$ cat config.mk
export PLATFORM = sky130hd
export DESIGN_NAME = base64_line_wrapped_encoder_core
export DESIGN_NICKNAME = d
export VERILOG_FILES = /design/src/rtl/core/b64e_pkg.sv /design/src/rtl/core/base64_line_wrapped_encoder_core.sv /design/src/rtl/core/b64e_front.sv /design/src/rtl/core/b64e_queue.sv /design/src/rtl/core/b64e_back.sv
export VERILOG_INCLUDE_DIRS = /design/src /design/src/rtl/core
export SDC_FILE = /design/constraint.sdc
export NUM_CORES = 1
export LEC_CHECK = 0
export ABC_CLOCK_PERIOD_IN_PS = 2890
export BUFFER_PORTS_ARGS = -buffer_cell sky130_fd_sc_hd__buf_2
export CAP_MARGIN = 40
export CORE_ASPECT_RATIO = 0.8
export CORE_MARGIN = 5
export CORE_UTILIZATION = 58
export CTS_BUF_LIST = sky130_fd_sc_hd__clkbuf_8
export DETAILED_ROUTE_END_ITERATION = 16
export HOLD_SLACK_MARGIN = 0.12
export PLACE_DENSITY = 0.85
export SLEW_MARGIN = 10
export SYNTH_ARGS = -nofsm -noshare
export SYNTH_HDL_FRONTEND = slang
export SYNTH_SLANG_ARGS = --single-unit
$ cat constraint.sdc
create_clock -name clk_i -period 2.89 [get_ports clk_i]
set_clock_uncertainty 0.2 [all_clocks]
set_input_delay 0.1445 -clock clk_i [delete_from_list [all_inputs] [get_ports clk_i]]
set_output_delay 0.1445 -clock clk_i [all_outputs]
set_load 0.02 [all_outputs]
$ cat src/rtl/core/base64_line_wrapped_encoder_core_defines.svh
// Assertion macros for the line wrapped base64 encoder core
`ifndef BASE64_LINE_WRAPPED_ENCODER_CORE_DEFINES_SVH
`define BASE64_LINE_WRAPPED_ENCODER_CORE_DEFINES_SVH

`ifndef SYNTH
`define B64E_ASSERT(label, prop, msg) \
  label: assert property (@(posedge clk_i) disable iff (!rst_ni) prop) else $error(msg);
`define B64E_ASSERT_IMPL(label, ante, cons, msg) \
  label: assert property (@(posedge clk_i) disable iff (!rst_ni) (ante) |-> (cons)) \
    else $error(msg);
`else
`define B64E_ASSERT(label, prop, msg)
`define B64E_ASSERT_IMPL(label, ante, cons, msg)
`endif

`endif

$ cat src/rtl/core/b64e_pkg.sv
// Shared types, constants and the base64 alphabet for the encoder core
package b64e_pkg;

  localparam logic [7:0] CHAR_CR  = 8'd13;
  localparam logic [7:0] CHAR_LF  = 8'd10;
  localparam logic [7:0] CHAR_PAD = 8'd61;

  localparam logic [5:0] GROUPS_PER_LINE_RESET = 6'd19;

  localparam int unsigned MAX_CHARS   = 6;
  localparam int unsigned COUNT_W     = $clog2(MAX_CHARS + 1);
  localparam int unsigned IDX_W       = $clog2(MAX_CHARS);
  localparam int unsigned QUEUE_DEPTH = 2;
  localparam int unsigned QPTR_W      = $clog2(QUEUE_DEPTH);
  localparam int unsigned QCNT_W      = $clog2(QUEUE_DEPTH + 1);

  typedef struct packed {
    logic [MAX_CHARS-1:0][7:0] chars;
    logic [COUNT_W-1:0]        count;
    logic                      last;
  } entry_t;

  function automatic logic [7:0] b64e_alpha(input logic [5:0] v);
    logic [7:0] w;
    w = {2'b00, v};
    priority if (v < 6'd26) begin
      return 8'(8'd65 + w);
    end else if (v < 6'd52) begin
      return 8'(8'd71 + w);
    end else if (v < 6'd62) begin
      return 8'(w - 8'd4);
    end else if (v == 6'd62) begin
      return 8'd43;
    end else begin
      return 8'd47;
    end
  endfunction

endpackage

$ cat src/rtl/core/base64_line_wrapped_encoder_core.sv
// Top level of the line wrapped base64 encoder core
// Input channel: in_valid_i with data_byte_i and last_byte_i; a transfer
// happens when in_valid_i is high and in_stall_o is low. Output channel:
// out_valid_o with out_char_o and last_char_o, transferred when
// out_stall_i is low. last_char_o marks the closing LF of a message.
// groups_per_line is written through cfg_we_i / cfg_wdata_i; the user must
// do so only while idle, as the block itself does not enforce it. Each byte
// yields one to six characters (base64 code, '=', CR, LF). The front end
// turns a byte into a character entry in the cycle of its transfer; a
// two-entry queue feeds the serializer, which sends one character per cycle
// while out_stall_i is low. The first character passes through the queue
// and the serializer's entry register before it is valid. Input is taken
// every cycle while the queue has room, so the sustained input rate is set
// by the serializer, which also sends the CR LF that ends each line.
// Reset clears the group, line and queue state and sets 19 groups per line.
// When out_stall_i holds, the current character holds, the queue fills and
// in_stall_o rises.
module base64_line_wrapped_encoder_core
  import b64e_pkg::*;
(
  input  logic       clk_i,
  input  logic       rst_ni,
  input  logic       cfg_we_i,
  input  logic [5:0] cfg_wdata_i,
  input  logic       in_valid_i,
  output logic       in_stall_o,
  input  logic [7:0] data_byte_i,
  input  logic       last_byte_i,
  output logic       out_valid_o,
  input  logic       out_stall_i,
  output logic [7:0] out_char_o,
  output logic       last_char_o
);

`include "base64_line_wrapped_encoder_core_defines.svh"

  entry_t front_entry;
  entry_t q_head;
  logic   push;
  logic   pop;
  logic   q_valid;
  logic   q_full;

  assign in_stall_o = q_full;
  assign push       = in_valid_i && !q_full;

  b64e_front u_front (
    .clk_i       (clk_i),
    .rst_ni      (rst_ni),
    .cfg_we_i    (cfg_we_i),
    .cfg_wdata_i (cfg_wdata_i),
    .push_i      (push),
    .data_byte_i (data_byte_i),
    .last_byte_i (last_byte_i),
    .entry_o     (front_entry)
  );

  b64e_queue u_queue (
    .clk_i        (clk_i),
    .rst_ni       (rst_ni),
    .push_i       (push),
    .push_entry_i (front_entry),
    .pop_i        (pop),
    .valid_o      (q_valid),
    .full_o       (q_full),
    .head_o       (q_head)
  );

  b64e_back u_back (
    .clk_i       (clk_i),
    .rst_ni      (rst_ni),
    .q_valid_i   (q_valid),
    .q_head_i    (q_head),
    .pop_o       (pop),
    .out_valid_o (out_valid_o),
    .out_stall_i (out_stall_i),
    .out_char_o  (out_char_o),
    .last_char_o (last_char_o)
  );

  `B64E_ASSERT_IMPL(a_last_is_lf, out_valid_o && last_char_o, out_char_o == CHAR_LF, "last not LF")
  `B64E_ASSERT_IMPL(a_full_has_data, q_full, q_valid, "queue full but empty")
  `B64E_ASSERT(a_pop_needs_data, !pop || q_valid, "pop from empty queue")
  `B64E_ASSERT_IMPL(a_pop_after_push, !q_valid && !push, ##1 !pop, "pop without entry")

endmodule

$ cat src/rtl/core/b64e_front.sv
// Front end: accept bytes, track group and line state, build character entries
module b64e_front
  import b64e_pkg::*;
(
  input  logic       clk_i,
  input  logic       rst_ni,
  input  logic       cfg_we_i,
  input  logic [5:0] cfg_wdata_i,
  input  logic       push_i,
  input  logic [7:0] data_byte_i,
  input  logic       last_byte_i,
  output entry_t     entry_o
);

  logic [5:0] groups_per_line_q;
  logic [1:0] group_pos_q, group_pos_d;
  logic [3:0] leftover_q, leftover_d;
  logic [5:0] line_groups_q, line_groups_d;
  logic [5:0] limit;
  logic [5:0] lg_inc;
  logic       line_full;

  assign limit     = (groups_per_line_q == 6'd0) ? 6'd1 : groups_per_line_q;
  assign lg_inc    = line_groups_q + 6'd1;
  assign line_full = lg_inc >= limit;

  always_comb begin
    entry_o       = '0;
    entry_o.last  = last_byte_i;
    group_pos_d   = group_pos_q;
    leftover_d    = leftover_q;
    line_groups_d = line_groups_q;
    unique case (group_pos_q)
      2'd1: begin
        entry_o.chars[0] = b64e_alpha({leftover_q[1:0], data_byte_i[7:4]});
        if (last_byte_i) begin
          entry_o.chars[1] = b64e_alpha({data_byte_i[3:0], 2'b00});
          entry_o.chars[2] = CHAR_PAD;
          entry_o.chars[3] = CHAR_CR;
          entry_o.chars[4] = CHAR_LF;
          entry_o.count    = COUNT_W'(5);
        end else begin
          entry_o.count    = COUNT_W'(1);
        end
        group_pos_d = 2'd2;
        leftover_d  = data_byte_i[3:0];
      end
      2'd2: begin
        entry_o.chars[0] = b64e_alpha({leftover_q, data_byte_i[7:6]});
        entry_o.chars[1] = b64e_alpha(data_byte_i[5:0]);
        if (line_full || last_byte_i) begin
          entry_o.chars[2] = CHAR_CR;
          entry_o.chars[3] = CHAR_LF;
          entry_o.count    = COUNT_W'(4);
        end else begin
          entry_o.count    = COUNT_W'(2);
        end
        group_pos_d   = 2'd0;
        leftover_d    = 4'd0;
        line_groups_d = line_full ? 6'd0 : lg_inc;
      end
      default: begin
        entry_o.chars[0] = b64e_alpha(data_byte_i[7:2]);
        if (last_byte_i) begin
          entry_o.chars[1] = b64e_alpha({data_byte_i[1:0], 4'b0000});
          entry_o.chars[2] = CHAR_PAD;
          entry_o.chars[3] = CHAR_PAD;
          entry_o.chars[4] = CHAR_CR;
          entry_o.chars[5] = CHAR_LF;
          entry_o.count    = COUNT_W'(6);
        end else begin
          entry_o.count    = COUNT_W'(1);
        end
        group_pos_d = 2'd1;
        leftover_d  = {2'b00, data_byte_i[1:0]};
      end
    endcase
    if (last_byte_i) begin
      group_pos_d   = 2'd0;
      leftover_d    = 4'd0;
      line_groups_d = 6'd0;
    end
  end

  always_ff @(posedge clk_i or negedge rst_ni) begin
    if (!rst_ni) begin
      groups_per_line_q <= GROUPS_PER_LINE_RESET;
      group_pos_q       <= 2'd0;
      leftover_q        <= 4'd0;
      line_groups_q     <= 6'd0;
    end else begin
      if (cfg_we_i) begin
        groups_per_line_q <= cfg_wdata_i;
      end
      if (push_i) begin
        group_pos_q   <= group_pos_d;
        leftover_q    <= leftover_d;
        line_groups_q <= line_groups_d;
      end
    end
  end

endmodule

$ cat src/rtl/core/b64e_queue.sv
// Short entry queue between the front end and the character serializer
module b64e_queue
  import b64e_pkg::*;
(
  input  logic   clk_i,
  input  logic   rst_ni,
  input  logic   push_i,
  input  entry_t push_entry_i,
  input  logic   pop_i,
  output logic   valid_o,
  output logic   full_o,
  output entry_t head_o
);

  entry_t              slots_q [QUEUE_DEPTH];
  logic [QPTR_W-1:0]   wr_ptr_q;
  logic [QPTR_W-1:0]   rd_ptr_q;
  logic [QCNT_W-1:0]   cnt_q;

  assign valid_o = cnt_q != '0;
  assign full_o  = cnt_q == QCNT_W'(QUEUE_DEPTH);
  assign head_o  = slots_q[rd_ptr_q];

  always_ff @(posedge clk_i) begin
    if (push_i) begin
      slots_q[wr_ptr_q] <= push_entry_i;
    end
  end

  always_ff @(posedge clk_i or negedge rst_ni) begin
    if (!rst_ni) begin
      wr_ptr_q <= '0;
      rd_ptr_q <= '0;
      cnt_q    <= '0;
    end else begin
      if (push_i) begin
        wr_ptr_q <= (wr_ptr_q == QPTR_W'(QUEUE_DEPTH - 1)) ? '0 : wr_ptr_q + 1'b1;
      end
      if (pop_i) begin
        rd_ptr_q <= (rd_ptr_q == QPTR_W'(QUEUE_DEPTH - 1)) ? '0 : rd_ptr_q + 1'b1;
      end
      unique case ({push_i, pop_i})
        2'b10:   cnt_q <= cnt_q + 1'b1;
        2'b01:   cnt_q <= cnt_q - 1'b1;
        default: cnt_q <= cnt_q;
      endcase
    end
  end

endmodule

$ cat src/rtl/core/b64e_back.sv
// Back end: serialize one queued entry as one character per transfer
module b64e_back
  import b64e_pkg::*;
(
  input  logic       clk_i,
  input  logic       rst_ni,
  input  logic       q_valid_i,
  input  entry_t     q_head_i,
  output logic       pop_o,
  output logic       out_valid_o,
  input  logic       out_stall_i,
  output logic [7:0] out_char_o,
  output logic       last_char_o
);

  logic             busy_q;
  entry_t           entry_q;
  logic [IDX_W-1:0] idx_q;
  logic             xfer;
  logic             at_end;

  assign xfer        = busy_q && !out_stall_i;
  assign at_end      = COUNT_W'(idx_q) == entry_q.count - COUNT_W'(1);
  assign pop_o       = q_valid_i && (!busy_q || (xfer && at_end));
  assign out_valid_o = busy_q;
  assign out_char_o  = entry_q.chars[idx_q];
  assign last_char_o = entry_q.last && at_end;

  always_ff @(posedge clk_i) begin
    if (pop_o) begin
      entry_q <= q_head_i;
    end
  end

  always_ff @(posedge clk_i or negedge rst_ni) begin
    if (!rst_ni) begin
      busy_q <= 1'b0;
      idx_q  <= '0;
    end else begin
      priority if (pop_o) begin
        busy_q <= 1'b1;
        idx_q  <= '0;
      end else if (xfer && at_end) begin
        busy_q <= 1'b0;
      end else if (xfer) begin
        idx_q <= idx_q + 1'b1;
      end
    end
  end

endmodule
Word level (Yosys, flattened, before mapping)
Memory sizes are Yosys's and may differ from the RTL's. A register that Yosys moved wholly into a read port is not among the register bits. Cells that the tools add are included.

Flip-flop bits (word level): 34. Bits in writable memories: 96. Input bits: 20. Output and inout port bits: 11. Logic and storage cells: 137. Memories: 1.

Add/sub/neg operators: 25. Order comparisons: 20. Eq/ne operators: 11. Mux-type cells: 51. Reductions and logical operators: 19.

Memories: u_queue.slots_q (words 2, bits a word 48, read ports 1, clocked after Yosys merged registers in 1, wr ports 1, RTL line b64e_queue.sv:15) `entry_t slots_q [QUEUE_DEPTH];`.

Operator list (count): $mux W8 (19); $add A7 B6 Y8 const A (12); $lt A6 B6 Y1 const B (12); $pmux W35 S2 (1); $sub A6 B3 Y7 const B (6); $lt A6 B5 Y1 const B (6); $mux W36 (1); $mux W3 (10); $mux W28 (1); $bmux W8 S3 (1); $eq A6 B6 Y1 const B (4); $mux W6 (4); $pmux W8 S2 (1); $mux W12 (1); $reduce_bool A2 Y1 (5); $mux W4 (2); $pmux W2 S2 (2); $pmux W4 S2 (1); $add A6 B1 Y6 const B (1); $eq A2 B2 Y1 const B (3); $ge A6 B6 Y1 (1); $logic_not A6 Y1 (1); $mux W1 (6); $logic_and A1 B1 Y1 (5); 14 further kinds (20).

Longest topological paths before layout
Depth after elaboration: 7. Gate-level depth with buffers: 10. Gate-level depth less buffers: 10.

By module
From an unflattened synthesis, not the netlist that was laid out.

Cell total of the unflattened synthesis: 752. Area, all modules: 9645.5 um^2.

By module, submodules not included: b64e_queue (instances 1, cells an instance 178, area an instance 4190.3 um^2, sequential area each 3223.1 um^2); b64e_front (instances 1, cells an instance 449, area an instance 3195.6 um^2, sequential area each 454.2 um^2); b64e_back (instances 1, cells an instance 124, area an instance 2245.9 um^2, sequential area each 1661.6 um^2); base64_line_wrapped_encoder_core (instances 1, cells an instance 1, area an instance 13.8 um^2, sequential area each 0.0 um^2).

Worst setup path after synthesis
OpenSTA, ideal clock, no wires.

Path kind: reg2reg. Start point: register, netlist name u_back.entry_q[1]. End point: register u_queue.cnt_q[1]. Library setup time: 79 ps. Data arrival time: 2415 ps. Required time: 2611 ps. Path slack: 195 ps. Cell stages (with the launch flop): 10. Path buffers: 0. Period minus slack after synthesis: 2695 ps. Path through: edfxtp_1 -> inv_1 -> ha_1 -> xor2_1 -> nand3_2 -> o21ai_1 -> and2b_1 -> ha_1 -> nor2_1 -> xor2_1.

Word-level cells in the longest chain between the ends: 7. Elaborated cells on any way between the ends: 9. Classes of those cells: 1 x add/sub; 3 x eq/ne; 1 x mux; 4 x reduce/logical.

RTL lines: $sub A3 B1 Y3 (*) (RTL line b64e_back.sv:23) `assign at_end = COUNT_W'(idx_q) == entry_q.count - COUNT_W'(1);`; $eq A3 B3 Y1 (*) (RTL line b64e_back.sv:23); $logic_and A1 B1 Y1 (*) (RTL line b64e_back.sv:24) `assign pop_o = q_valid_i && (!busy_q || (xfer && at_end));`; $logic_or A1 B1 Y1 (*) (RTL line b64e_back.sv:24); $logic_and A1 B1 Y1 (*) (RTL line b64e_back.sv:24); via pop (RTL line base64_line_wrapped_encoder_core.sv:40) `logic pop;`; $eq A2 B1 Y1 / $eq A2 B2 Y1 (equally long branches) (RTL line b64e_queue.sv:42) `unique case ({push_i, pop_i})`; $pmux W2 S2 / $reduce_bool A2 Y1 (equally long branches); to (signal assigned) (RTL line b64e_queue.sv:43) `2'b10: cnt_q <= cnt_q + 1'b1;`; to (signal assigned) (RTL line b64e_queue.sv:44) `2'b01: cnt_q <= cnt_q - 1'b1;`; to (signal assigned) (RTL line b64e_queue.sv:45) `default: cnt_q <= cnt_q;`; to (decl) (RTL line b64e_queue.sv:18) `logic [QCNT_W-1:0] cnt_q;`.

Mark *: on every way through the listed nets, which the timed path passes. The rest lies on a longest branch. A chain may end at the register's enable or synchronous reset.

==> impl_results.md <==
* Run status: finished clean
* CP endpoint kind: register
* Post-Syn Area at roughly 0.006 mm²
* P_int at 3.64 mW
* CTS Buffer Depth at 2
* CTS tree: yes
* Power Density at about 850 mW/mm²
* Psw at roughly 2.2 mW
* Critical Path RT at 2.76 ns
* DR iter-0 viols at 431
* Main flop type after synthesis: edfxtp_1
* Fmax at roughly 370 MHz
* Die extent in y at 102 µm
* Cts bufs inserted at 9
* Layout area overhead at 13.0%
* Antenna violations before repair at 0
* CORE AREA at between 0.01 and 0.015 mm²
* Sequential share of power at roughly two fifths
* Max-slew headroom at between 50% and 60%
* DP HPWL at roughly 10000 µm
* Overall Global Routing Usage at approximately 22%
* Routability cong. at about 1.0
* Port buffer count at 30
* Post-synth EDFFs at just over 70
* Clock transition at the registers of the reported paths at ~0.1 ns
* Die Wd at ~120 µm
* 1st-pass router iterations at 5
* Setup_tns at 0 ns
* Root Driver: clkbuf_8
* Power, Total at 5.85 mW
* Post-Route WL at between 10000 and 15000 µm
* Count of final setup violators at 0
* Register area share after synthesis at 46.0%
* Post-synth top area cell: edfxtp_1
* Worst R2R Setup Slack at 0.22 ns
* Combinational power share at between 40% and 50%
* Pleak at roughly 2.7 nW
* Final hold vios at 0
* FF+latch count, synth at 98
* Syn_nets at 634
* Sink Count at 98
* Hold WC Path Type: in2async
* DRC at 0
* Largest net degree at the start of global routing at 27
* Worst slew pin tran at 0.740 ns
* Synth cell count leaders: 72 x edfxtp_1, 48 x nand2_1, 33 x ha_1
* Peak VDD IR at 0.341 mV
* Vias/cell at 6.08
* Clock power frac at ~17%
* Final min period at about 2.7 ns
* Post-synthesis cell type count at between 70 and 80
* Synth Warn # at 0
* Ant diodes at 0
* H-tree Lvls at 3
* CP max FO at 16
* Via count at roughly 4700
* RSZ-0062 raised after global routing: false
* Worst-Skew Late Latency at approximately 0.36 ns
* Synth top area share at 35.3%
* Starting Density at between 50% and 60%
* Max cap viols at 0
* Largest cells by area after synthesis: edfxtp_1 35%, dfrtp_1 9.4%, ha_1 6.7%
* Critical Path AT at 2.56 ns
* Max-slew violation count at 0
* Site Rows at 33
* Layout Nets at 683
* Number of global-route vias before repair at between 4000 and 5000
* Ratio of cells with drive above 1 in the final layout at between 10% and 20%
* Routed Antenna Nets at 0
* Final global-route overflow total at 0
* CP startpoint kind: primary input
* I/O Pins at 31
* WL per Instance at roughly 18 µm
* Period utilization at between 90% and 100%
* Post-CTS Setup Inserts at 0
* Synthesized area per cell at between 10 and 15 µm²
* Cell count after synthesis at about 580
* Area of the die at roughly 0.013 mm²
* Switching Share at about 38%
* Most common cell in the synthesized netlist: edfxtp_1
* First-pass GRT wire length at around 23000 µm
* Crit Path Category: in2reg
* Post-synthesis async set-or-reset flop share at 26.5%
[power groups by stage]
stage                     clock network, mW  logic, mW  registers (mW)
after global placement                    0       2.37            2.34
final                                 0.977       2.53            2.35
after detailed placement                  0       2.45            2.37
after global routing                   1.06       2.75            2.39
after floorplan                           0       1.82            2.28
after CTS                             0.984       2.49            2.34
[final cells by class]
class                      instances  area [µm²]
clock inverter                     7         101
multi-input combinational        415        3030
fill                             716        3370
clock buffer                       9         124
inverter                          31         116
tap                              140         175
sequential                        98        2820
timing repair buffer              75         548
[layer usage]
layer  track usage, %  part of all wire [%]  up-vias
li1                 -                     -     2240
met1             31.2                    44     2227
met2             38.1                    47      230
met3             2.66                   7.4       17
met4             5.75                   1.3        0
met5                0                     0        -
[worst max-delay path: stages]
cell	delay (ns)
dlygate4sd3_1	0.52
buf_2	0.30
inv_1	0.20
ha_1	0.27
nand2b_1	0.17
buf_4	0.19
mux2i_1	0.13
xnor2_1	0.14
o31ai_1	0.27
o311ai_1	0.20
[per-stage QoR]
stage	setup slack, ns	hold WS [ns]	instance area [µm²]	cells	utilization, %
after floorplan	0.195	-0.351	6120	581	-
after global placement	0.265	-0.0338	6430	735	62.6
after detailed placement	0.0567	-0.0173	6430	735	62.6
after CTS	0.0379	0.124	6900	775	67.1
after global routing	0.0602	0.193	6910	775	67.3
final	0.208	0.117	6910	775	67.3
[worst paths after layout]
path | startpoint | cells past startpoint | endpoint
hold / removal | rst_ni | 2 | u_front.line_groups_q[2]
setup reg to reg | u_front.line_groups_q[0] | 8 | u_queue.slots_q[1][31]
max in group asynchronous | rst_ni | 2 | u_front.group_pos_q[1]
hold reg to reg | u_queue.cnt_q[1] | 1 | u_queue.cnt_q[1]
min in group clk_i | in_valid_i | 3 | u_front.line_groups_q[1]
setup / recovery | data_byte_i[3] | 10 | u_queue.slots_q[1][17]
[cell usage in the layout (no fill, tap or decap), types with 4 or more instances in the layout]
cell and instances:
edfxtp_1 72, nand2_1 48, ha_1 33, a21oi_1 30, buf_2 30, inv_1 29, mux2_2 29, o21ai_0 26
nor2_1 24, dlygate4sd3_1 24, dfrtp_1 23, xnor2_1 21, buf_4 21, nand3_1 14, nand2b_1 13, mux2i_1 12
nor2b_1 9, a21o_1 9, nor3_1 9, o21ai_1 9, o21a_1 9, clkbuf_8 9, a22o_1 8, xor2_1 7
o31ai_1 7, or3_1 5, o221ai_1 5, o2111ai_1 5, o311ai_1 5, a211oi_1 4, and2_1 4, nand4_1 4
o211ai_1 4
[timing repair]
item	4_1_cts	5_1_grt
hold buffers	24	0
hold endpoints to repair	46	0
endpoints found under the setup margin	0	7
resized for setup	0	3
[logic make-up (layout without fill, tap and decap cells)]
| family | Yosys count | in the layout | synth area share, % |
|---|---|---|---|
| adder cells (fa/ha/maj) | 33 | 33 | 6.75 |
| AND/OR/NAND/NOR | 151 | 151 | 12.5 |
| AO/OA/AOI/OAI | 159 | 159 | 17.9 |
| XOR/XNOR | 29 | 29 | 4.37 |
| buffers and inverters | 68 | 122 | 4.74 |
| flip-flops | 98 | 98 | 46.0 |
| multiplexers | 43 | 43 | 7.67 |
[sequential cells by signal (all words and copies together), names as in the netlist]
name	count
u_back.entry_q	24
u_back.idx_q	3
u_back.out_valid_o	1
u_front.group_pos_q	2
u_front.groups_per_line_q	6
u_front.leftover_q	4
u_front.line_groups_q	6
u_queue.cnt_q	2
u_queue.rd_ptr_q	1
u_queue.slots_q	48
u_queue.wr_ptr_q	1
Note: power is estimated with default switching activity, not from simulation.
